$ cat config.mk
export PLATFORM = sky130hd
export DESIGN_NAME = kmg_ctrl
export DESIGN_NICKNAME = d
export VERILOG_FILES = /design/src/design/assert_macros.svh /design/src/design/kmg_pkg.sv /design/src/design/kmg_ctrl.sv
export SDC_FILE = /design/constraint.sdc
export NUM_CORES = 1
export LEC_CHECK = 0
export ABC_CLOCK_PERIOD_IN_PS = 2800
export BUFFER_PORTS_ARGS = -buffer_cell sky130_fd_sc_hd__buf_2
export CORE_UTILIZATION = 47
export DETAILED_ROUTE_END_ITERATION = 10
export HOLD_SLACK_MARGIN = 0.06
export PLACE_DENSITY = 0.72
export SETUP_SLACK_MARGIN = 0.02
export SYNTH_ARGS = -nofsm -noshare
export SYNTH_HDL_FRONTEND = slang
export SYNTH_SLANG_ARGS = --single-unit
$ cat constraint.sdc
create_clock -name clk -period 2.8 [get_ports clk]
set_input_delay 0.14 -clock clk [delete_from_list [all_inputs] [get_ports clk]]
set_output_delay 0.14 -clock clk [all_outputs]
set_load 0.05 [all_outputs]
$ cat src/design/assert_macros.svh
// ----------------------------------------------------------------------------
// assert_macros
// Assertion macros used by the top-level design file.
// ----------------------------------------------------------------------------
`ifndef ASSERT_MACROS_SVH
`define ASSERT_MACROS_SVH

// Checks a same-cycle implication at every clock edge outside reset.
`define KMG_ASSERT_IMP(label, ante, cons, msg) \
  label: assert property (@(posedge clk) disable iff (!rst_n) (ante) |-> (cons)) \
    else $error(msg);

// Checks that a condition leads to another in the next cycle, outside reset.
`define KMG_ASSERT_NXT(label, ante, cons, msg) \
  label: assert property (@(posedge clk) disable iff (!rst_n) (ante) |=> (cons)) \
    else $error(msg);

`endif

$ cat src/design/kmg_pkg.sv
`timescale 1ns / 1ps
// ----------------------------------------------------------------------------
// kmg_pkg
// Types and constants of the k-way merge group selector.
// ----------------------------------------------------------------------------
package kmg_pkg;
  localparam int NUM_SOURCES = 8;
  localparam int PER_SOURCE_DEPTH = 256;
  localparam int KEY_BITS = 64;
  localparam int VALUE_BITS = 64;
  localparam int SRC_W = $clog2(NUM_SOURCES);
  localparam int PTR_W = $clog2(PER_SOURCE_DEPTH);
  localparam int CNT_W = PTR_W + 1;
  localparam int ADDR_W = SRC_W + PTR_W;
  localparam int MAX_SRC = (NUM_SOURCES < 8) ? NUM_SOURCES : 8;

  typedef enum logic [1:0] {
    ACT_APPEND = 2'd0,
    ACT_GROUP  = 2'd1,
    ACT_CLEAR  = 2'd2,
    ACT_NONE   = 2'd3
  } action_t;

  typedef enum logic [2:0] {
    ST_GROUP   = 3'd0,
    ST_ACCEPT  = 3'd1,
    ST_FULL    = 3'd2,
    ST_EXHAUST = 3'd3,
    ST_REFUSED = 3'd4
  } status_t;

  typedef enum logic [1:0] {
    MARK_VALID  = 2'd0,
    MARK_REFILL = 2'd1,
    MARK_DRAIN  = 2'd2
  } mark_t;

  typedef enum logic [2:0] {
    S_IDLE,
    S_CLEAR,
    S_FILL,
    S_FILLW,
    S_MIN,
    S_EMIT,
    S_OUT
  } fsm_t;

  typedef enum logic [2:0] {
    CMD_NOP,
    CMD_APPEND,
    CMD_CLEAR,
    CMD_FILL_RD,
    CMD_FILL_WR,
    CMD_MIN,
    CMD_EMIT
  } cmd_t;

  typedef struct packed {
    cmd_t             cmd;
    logic [SRC_W-1:0] idx;
  } ctrl_t;

  typedef struct packed {
    logic             need_fill;
    logic             any_valid;
    logic             match;
    logic             last_match;
  } stat_t;

  localparam int REG_ACTIVE = 0;
  localparam int REG_KEYB = 1;
endpackage

$ cat src/design/kmg_ctrl.sv
`timescale 1ns / 1ps
// ----------------------------------------------------------------------------
// kmg_ctrl
// Sequencer for append, refill, minimum search and group emission.
// ----------------------------------------------------------------------------
module kmg_ctrl (
  input  logic                        clk,
  input  logic                        rst_n,
  input  logic                        in_valid,
  output logic                        in_stall,
  input  logic [1:0]                  in_action,
  output logic                        out_valid,
  input  logic                        out_stall,
  output logic                        out_last,
  input  logic [3:0]                  eff_n,
  input  kmg_pkg::stat_t              stat,
  output kmg_pkg::ctrl_t              ctrl
);
  import kmg_pkg::*;

  fsm_t             state_r, state_nxt;
  logic [SRC_W-1:0] idx_r, idx_nxt;
  logic             ov_r, ov_nxt;
  logic             last_r, last_nxt;
  logic             at_end;

  assign at_end = 32'(idx_r) + 1 >= 32'(eff_n);

  always_ff @(posedge clk) begin
    if (!rst_n) begin
      state_r <= S_IDLE;
      idx_r <= '0;
      ov_r <= 1'b0;
      last_r <= 1'b0;
    end else begin
      state_r <= state_nxt;
      idx_r <= idx_nxt;
      ov_r <= ov_nxt;
      last_r <= last_nxt;
    end
  end

  always_comb begin
    state_nxt = state_r;
    idx_nxt = idx_r;
    ov_nxt = ov_r && out_stall;
    last_nxt = last_r;
    ctrl.cmd = CMD_NOP;
    ctrl.idx = idx_r;
    in_stall = 1'b1;
    unique case (state_r)
      S_IDLE: begin
        in_stall = ov_r;
        if (in_valid && !ov_r) begin
          unique case (action_t'(in_action))
            ACT_APPEND: begin
              ctrl.cmd = CMD_APPEND;
              ov_nxt = 1'b1;
              last_nxt = 1'b1;
            end
            ACT_GROUP: begin
              idx_nxt = '0;
              state_nxt = S_FILL;
            end
            ACT_CLEAR: ctrl.cmd = CMD_CLEAR;
            default: begin
            end
          endcase
        end
      end
      S_FILL: begin
        ctrl.cmd = CMD_FILL_RD;
        if (stat.need_fill) state_nxt = S_FILLW;
        else if (at_end) begin
          idx_nxt = '0;
          state_nxt = S_MIN;
        end else idx_nxt = idx_r + 1'b1;
      end
      S_FILLW: begin
        ctrl.cmd = CMD_FILL_WR;
        if (at_end) begin
          idx_nxt = '0;
          state_nxt = S_MIN;
        end else begin
          idx_nxt = idx_r + 1'b1;
          state_nxt = S_FILL;
        end
      end
      S_MIN: begin
        if (!ov_r) begin
          ctrl.cmd = CMD_MIN;
          if (at_end) begin
            idx_nxt = '0;
            state_nxt = S_EMIT;
          end else idx_nxt = idx_r + 1'b1;
        end
      end
      S_EMIT: begin
        if (!stat.any_valid) begin
          ov_nxt = 1'b1;
          last_nxt = 1'b1;
          state_nxt = S_IDLE;
        end else if (!ov_r || !out_stall) begin
          if (stat.match) begin
            ctrl.cmd = CMD_EMIT;
            ov_nxt = 1'b1;
            last_nxt = stat.last_match;
            if (stat.last_match) state_nxt = S_IDLE;
          end
          if (!at_end) idx_nxt = idx_r + 1'b1;
        end
      end
      default: state_nxt = S_IDLE;
    endcase
  end

  assign out_valid = ov_r;
  assign out_last = last_r;
endmodule

==> flow_metrics.py, run 1 <==
metrics = {
    "status": {
        "status": "finished, final reports clean",
    },
    "clock_tree": {
        "insertion_delay_ps": 260,
        "cts_max_path_buffers": 2,
        "cts_resized": 0,
        "htreeDepth": 1,
        "tritoncts": "yes",
        "post_cts_buffers": 0,
        "holdBufCountCts": 0,
        "root_buffer": "clkbuf_4",
        "cts.sinks": 8,
        "numCtsBuffers": 3,
        "clk_pin_slew_ps": 60,
    },
    "global_routing": {
        "first_global_vias": 657,
        "grt_pass1_wl_microns": 2884,
        "grt_overflow": 0,
        "grt_usage": 0.2093,
        "grt_max_degree": 15,
        "antenna_found_initial": 0,
    },
    "setup_path": {
        "reg2reg_from": "idx_r[0]",
        "worstReg2RegEnd": "idx_r[2]",
        "reg2reg_slack_ps": 610,
        "cp_data_arrival_time_ps": 2340,
        "reg2regPathDepth": 9,
        "crit_fanout": 14,
        "cp.required_ps": 2660,
        "endpoint_kind": "output pin",
        "cp-start-kind": "flop",
        "crit_type": "reg -> out",
    },
    "die": {
        "chipHeight_microns": 42.40,
        "die-area_sq_um": 1797,
        "die_x_microns": 42.40,
        "io_pins": 23,
        "core_sq_um": 1506,
        "start_util": 0.5091,
        "rows": 14,
    },
    "synthesis": {
        "yosys_warnings": 0,
        "syn_nets": 121,
        "ys_ff_latch": 8,
        "synth_area_leaders": "dfxtp_1 21%, ha_1 9.8%, a21oi_1 5.2%, nor2b_1 4.1%, nand2_1 3.9%",
        "syn-cell-area_sq_um": 767.0,
        "synth_area_per_cell_sq_um": 7.594,
        "async_reset_ff_frac": 0,
        "synth_edf_count": 0,
        "yosysTopAreaCellShare": 0.2088,
        "synth_cell_type_count": 36,
        "yosys.area.top_type": "dfxtp_1",
        "synth_seq_area_share": 0.2088,
        "synth_flop_cell": "dfxtp_1",
        "postSynthCellCount": 101,
    },
    "drt": {
        "wl_microns": 1712,
        "vias_per_cell": 5.630,
        "post-route-drc-count": 0,
        "dr.first_iter.drc_count": 26,
        "post_drt_wl_per_cell_microns": 12.41,
        "ant_nets": 0,
        "vias": 777,
        "dr.pass1.iters": 4,
    },
    "hold_path": {
        "hold_path_class": "in -> reg",
        "min_path_cells": 3,
        "min_from": "stat[0]",
        "hold_end": "out_last",
    },
    "sta": {
        "fmaxAchievable_mhz": 402.8,
        "relSlewSlack": 0.6474,
        "rsz0062_at_grt": "false",
        "post-route-period-util": 0.8868,
        "setup_viol": 0,
        "worst_slew_pin_slew_ps": 528.2,
        "maxSlewViolCount": 0,
        "finalClockSkew_ps": 0.2435,
        "fin_setup_tns_ps": 0,
        "period_minus_slack_ps": 2483,
        "layout_setup_ws_ps": 317.1,
        "hold_viol_final": 0,
    },
    "finish": {
        "diodes": 0,
        "nets": 144,
        "fillers": 152,
        "areaGrowthSynthToFinish_pct": 17.46,
        "drive_gt1_frac": 0.2623,
        "fin_util": 0.5980,
    },
    "placement": {
        "hpwl_microns": 1300,
        "dp_slack_ps": 618.1,
        "io_buffer_count": 22,
        "place.gp.congestion": 0.8393,
    },
    "pwr": {
        "ir_worst_vdd_uv": 366.2,
        "leakage_uw": 0.0004212,
        "power.density_nw_per_um2": 574.9,
    },
    "flow_run": {
        "cap_violations": 0,
    },
}
==> per-layer routing <==
| metal | wire length [microns] | track usage |
|---|---|---|
| met5 | 0 | 0 |
| met4 | 4 | 0.05625 |
| met3 | 114 | 0.03879 |
| met2 | 731 | 0.3138 |
| met1 | 862 | 0.3059 |
==> layout make-up <==
| cell class | instances | area (sq um) | share of cell area |
|---|---|---|---|
| clock buffers | 3 | 22.52 | 0.02500 |
| flip-flops and latches | 8 | 160.2 | 0.1778 |
| well taps | 16 | 20.02 | 0.02222 |
| repair buffers | 22 | 110.1 | 0.1222 |
| multi-input cells | 82 | 561.8 | 0.6236 |
| inverters | 7 | 26.28 | 0.02917 |
==> flip-flops by register name, summed over array words and instances (netlist names) <==
register   count
state_r        3
idx_r          3
out_valid      1
out_last       1
==> cell usage in the layout, fill, tap and decap left out <==
master / count
nand4b_1: 1
or3b_4: 1
nand2_1: 8
nor3_2: 1
a21boi_1: 1
and3_1: 2
nor3b_1: 2
a21oi_1: 8
o21ai_1: 3
o2bb2ai_1: 1
nand3b_1: 2
inv_1: 6
o21a_1: 4
o22ai_1: 3
and4bb_1: 1
nand2b_1: 3
xor2_1: 1
nor3_1: 5
nor2b_1: 5
ha_1: 6
dfxtp_1: 8
inv_2: 1
or3_1: 1
nor2_4: 1
a31oi_1: 3
o31ai_1: 1
o21ai_0: 2
a2111oi_4: 1
nor2_1: 7
a211oi_1: 2
or4_4: 1
a41o_1: 1
a21oi_2: 1
buf_2: 22
clkbuf_4: 3
nand3_1: 3
==> synth_stat cells (2+ instances only) <==
library cell / n
o21ai_0: 2
nor3b_1: 2
a31oi_1: 3
nand3_1: 3
nor2_1: 7
o21ai_1: 3
and3_1: 2
a21oi_1: 8
ha_1: 6
nand2b_1: 3
o22ai_1: 3
nor3_1: 5
dfxtp_1: 8
o21a_1: 4
inv_1: 6
nand2_1: 8
nand3b_1: 2
nor2b_1: 5
a211oi_1: 2
buf_2: 3
==> cells by family after synthesis <==
| group | count (synthesis) | synth area share |
|---|---|---|
| simple gates | 44 | 0.3393 |
| buf+inv | 11 | 0.05871 |
| fa+ha+maj | 6 | 0.09788 |
| xor+xnor | 1 | 0.01142 |
| flops | 8 | 0.2088 |
| compound gates | 31 | 0.2839 |
==> worst max-delay path, cell delays in order (launching register included) <==
cell and delay (ps):
dfxtp_1 470, or4_4 600, or3b_4 400, nor2_4 130, o21ai_1 100, a21oi_2 110, buf_2 270
==> worst max path at each step <==
stage / from / to / slack, ps / cells past startpoint
global placement: state_r[1] / ctrl[3] / 620 / 6
floorplan: out_valid / ctrl[4] / 330 / 3
CTS: state_r[1] / ctrl[3] / 330 / 6
global route: state_r[1] / ctrl[3] / 220 / 6
detailed placement: state_r[1] / ctrl[3] / 620 / 6
finish: state_r[1] / ctrl[3] / 320 / 6
==> report_power, final <==
group | internal, uW | total, uW | switching, uW
Combinational | 98.9 | 262 | 163
Clock | 49.6 | 97.3 | 47.6
Sequential | 125 | 159 | 33.5
Total | 274 | 518 | 244
==> metrics by stage <==
stage / total power [uW] / hold slack [ps] / area [sq um] / instances
finish: 517.9 / 122.3 / 900.9 / 138
global route: 550.7 / 138.7 / 900.9 / 138
CTS: 517.8 / 119.5 / 900.9 / 138
detailed placement: 420.0 / 389.6 / 878.3 / 135
global placement: 418.2 / 382.2 / 878.3 / 135
floorplan: 369.3 / 256.9 / 767.0 / 101
No activity file was read; power rests on OpenSTA's default activity.
==> run 2, diff against run 1 <==
ABC_AREA = 0   (was unset)
PLACE_DENSITY = 0.74   (was 0.72)
RECOVER_POWER = 100   (was unset)
==> run 2 against run 1 <==
  * Global-route usage is 1.1 points higher
  * Hold slack got worse by 9.8 ps
  * Worst setup slack got worse by 27 ps
  * Fmax decreased by 1.1%
  * Count of clock-buffer cells in the layout did not move
  * Die area did not move
  * Sequential cell count is the same
  * Register-to-register slack got worse by 40 ps
  * Non-clock buffer count unchanged
==> flow_metrics.py, run 2 (synthesized netlist as in run 1, its figures left out) <==
metrics = {
    "status": {
        "status": "finished, final reports clean",
    },
    "clock_tree": {
        "cts_max_path_buffers": 2,
        "holdBufCountCts": 0,
        "numCtsBuffers": 3,
        "root_buffer": "clkbuf_4",
        "cts_resized": 0,
        "insertion_delay_ps": 260,
        "cts.sinks": 8,
        "post_cts_buffers": 0,
        "tritoncts": "yes",
        "htreeDepth": 1,
        "clk_pin_slew_ps": 70,
    },
    "global_routing": {
        "grt_pass1_wl_microns": 3042,
        "grt_max_degree": 15,
        "met3_usage": 0.05603,
        "grt_overflow": 0,
        "antenna_found_initial": 0,
        "first_global_vias": 736,
        "grt.busiest_layer": "met2",
        "grt_usage": 0.2199,
        "grt_use_met1": 0.2660,
        "use_met2": 0.3631,
    },
    "finish": {
        "multi_input_area_sq_um": 558.0,
        "ff_latch_area_sq_um": 160.2,
        "fin_util": 0.5889,
        "drive_gt1_frac": 0.1885,
        "fillers": 152,
        "areaGrowthSynthToFinish_pct": 15.66,
        "final_cell_mix": "13 x buf_2, 8 x nand2_1, 8 x a21oi_1, 8 x dfxtp_1, 8 x clkbuf_1",
        "postLayoutCellArea_sq_um": 887.1,
        "top_regs": "idx_r x3, state_r x3",
        "final_common_cell": "buf_2",
        "diodes": 0,
        "nets": 144,
    },
    "setup_path": {
        "cp_data_arrival_time_ps": 2370,
        "reg2reg_from": "idx_r[0]",
        "cp-start-kind": "flop",
        "reg2reg_slack_ps": 570,
        "reg2regPathDepth": 9,
        "cp.required_ps": 2660,
        "endpoint_kind": "output pin",
        "crit_fanout": 14,
        "crit_type": "reg -> out",
        "worstReg2RegEnd": "idx_r[2]",
    },
    "placement": {
        "place.gp.congestion": 0.7817,
        "dp_slack_ps": 574.7,
        "hpwl_microns": 1344,
        "io_buffer_count": 22,
        "placedInstanceArea_sq_um": 878.3,
    },
    "drt": {
        "vias": 794,
        "wl_microns": 1722,
        "ant_nets": 0,
        "dr.first_iter.drc_count": 15,
        "post_drt_wl_per_cell_microns": 12.48,
        "dr.pass1.iters": 4,
        "post-route-drc-count": 0,
        "vias_per_cell": 5.754,
    },
    "die": {
        "core_sq_um": 1506,
        "io_pins": 23,
        "die_x_microns": 42.40,
        "start_util": 0.5091,
        "die-area_sq_um": 1797,
        "rows": 14,
        "chipHeight_microns": 42.40,
    },
    "sta": {
        "worst_slew_pin_slew_ps": 605.0,
        "fmaxAchievable_mhz": 398.4,
        "period_minus_slack_ps": 2510,
        "post-route-period-util": 0.8963,
        "hold_slack_ps": 112.5,
        "layout_setup_ws_ps": 290.2,
        "finalClockSkew_ps": 10.06,
        "fin_setup_tns_ps": 0,
        "relSlewSlack": 0.5984,
        "rsz0062_at_grt": "false",
        "maxSlewViolCount": 0,
        "hold_viol_final": 0,
        "setup_viol": 0,
    },
    "hold_path": {
        "min_from": "stat[0]",
        "hold_end": "out_last",
        "min_path_cells": 3,
        "hold_path_class": "in -> reg",
    },
    "pwr": {
        "ir_worst_vdd_uv": 279.6,
        "leakage_uw": 0.0003867,
        "power.density_nw_per_um2": 568.4,
    },
    "flow_run": {
        "cap_violations": 0,
    },
}
## run 2: cell count changes in the layout (fill, tap and decap cells not counted), sizes merged
| cell | before | now |
|---|---|---|
| buf | 22 | 13 |
| clkbuf | 3 | 12 |
## run 2: critical path, cell delays in order (launching register included)
cell      delay, ps
dfxtp_1         450
or4_1           600
or3b_4          410
nor2_4          130
o21ai_1         100
a21oi_2         130
clkbuf_2        290
## run 2: report_power, final
part	internal [uW]	switching (uW)	leakage, uW
registers	125	31.6	0.0000650
clock network	49.4	45.9	0.0000138
logic	88.9	163	0.000308
## run 2: worst max-delay path by stage
stage / from / end / slack, ps / cells past startpoint
finish: state_r[1] / ctrl[3] / 290 / 6
global route: state_r[1] / ctrl[3] / 160 / 6
CTS: state_r[1] / ctrl[3] / 290 / 6
detailed placement: state_r[1] / ctrl[3] / 570 / 6
global placement: state_r[1] / ctrl[3] / 600 / 6
floorplan: out_valid / ctrl[4] / 330 / 3
## run 2: area by class of cell
type	count	share of cell area
clock buffer	3	0.02539
timing repair buffer	22	0.1128
sequential	8	0.1805
multi-input combinational	82	0.6291
inverter	7	0.02962
tap	16	0.02257
## run 2: stage by stage
| stage | total power [uW] | instances |
|---|---|---|
| floorplan | 369.3 | 101 |
| global placement | 417.8 | 135 |
| detailed placement | 421.4 | 135 |
| CTS | 517.7 | 138 |
| global route | 544.2 | 138 |
| finish | 504.3 | 138 |
## run 2: routing by layer
layer / vias up / routed length (microns)
li1: 413 / -
met1: 354 / 794
met2: 25 / 825
met3: 2 / 83
met4: 0 / 19
met5: - / 0
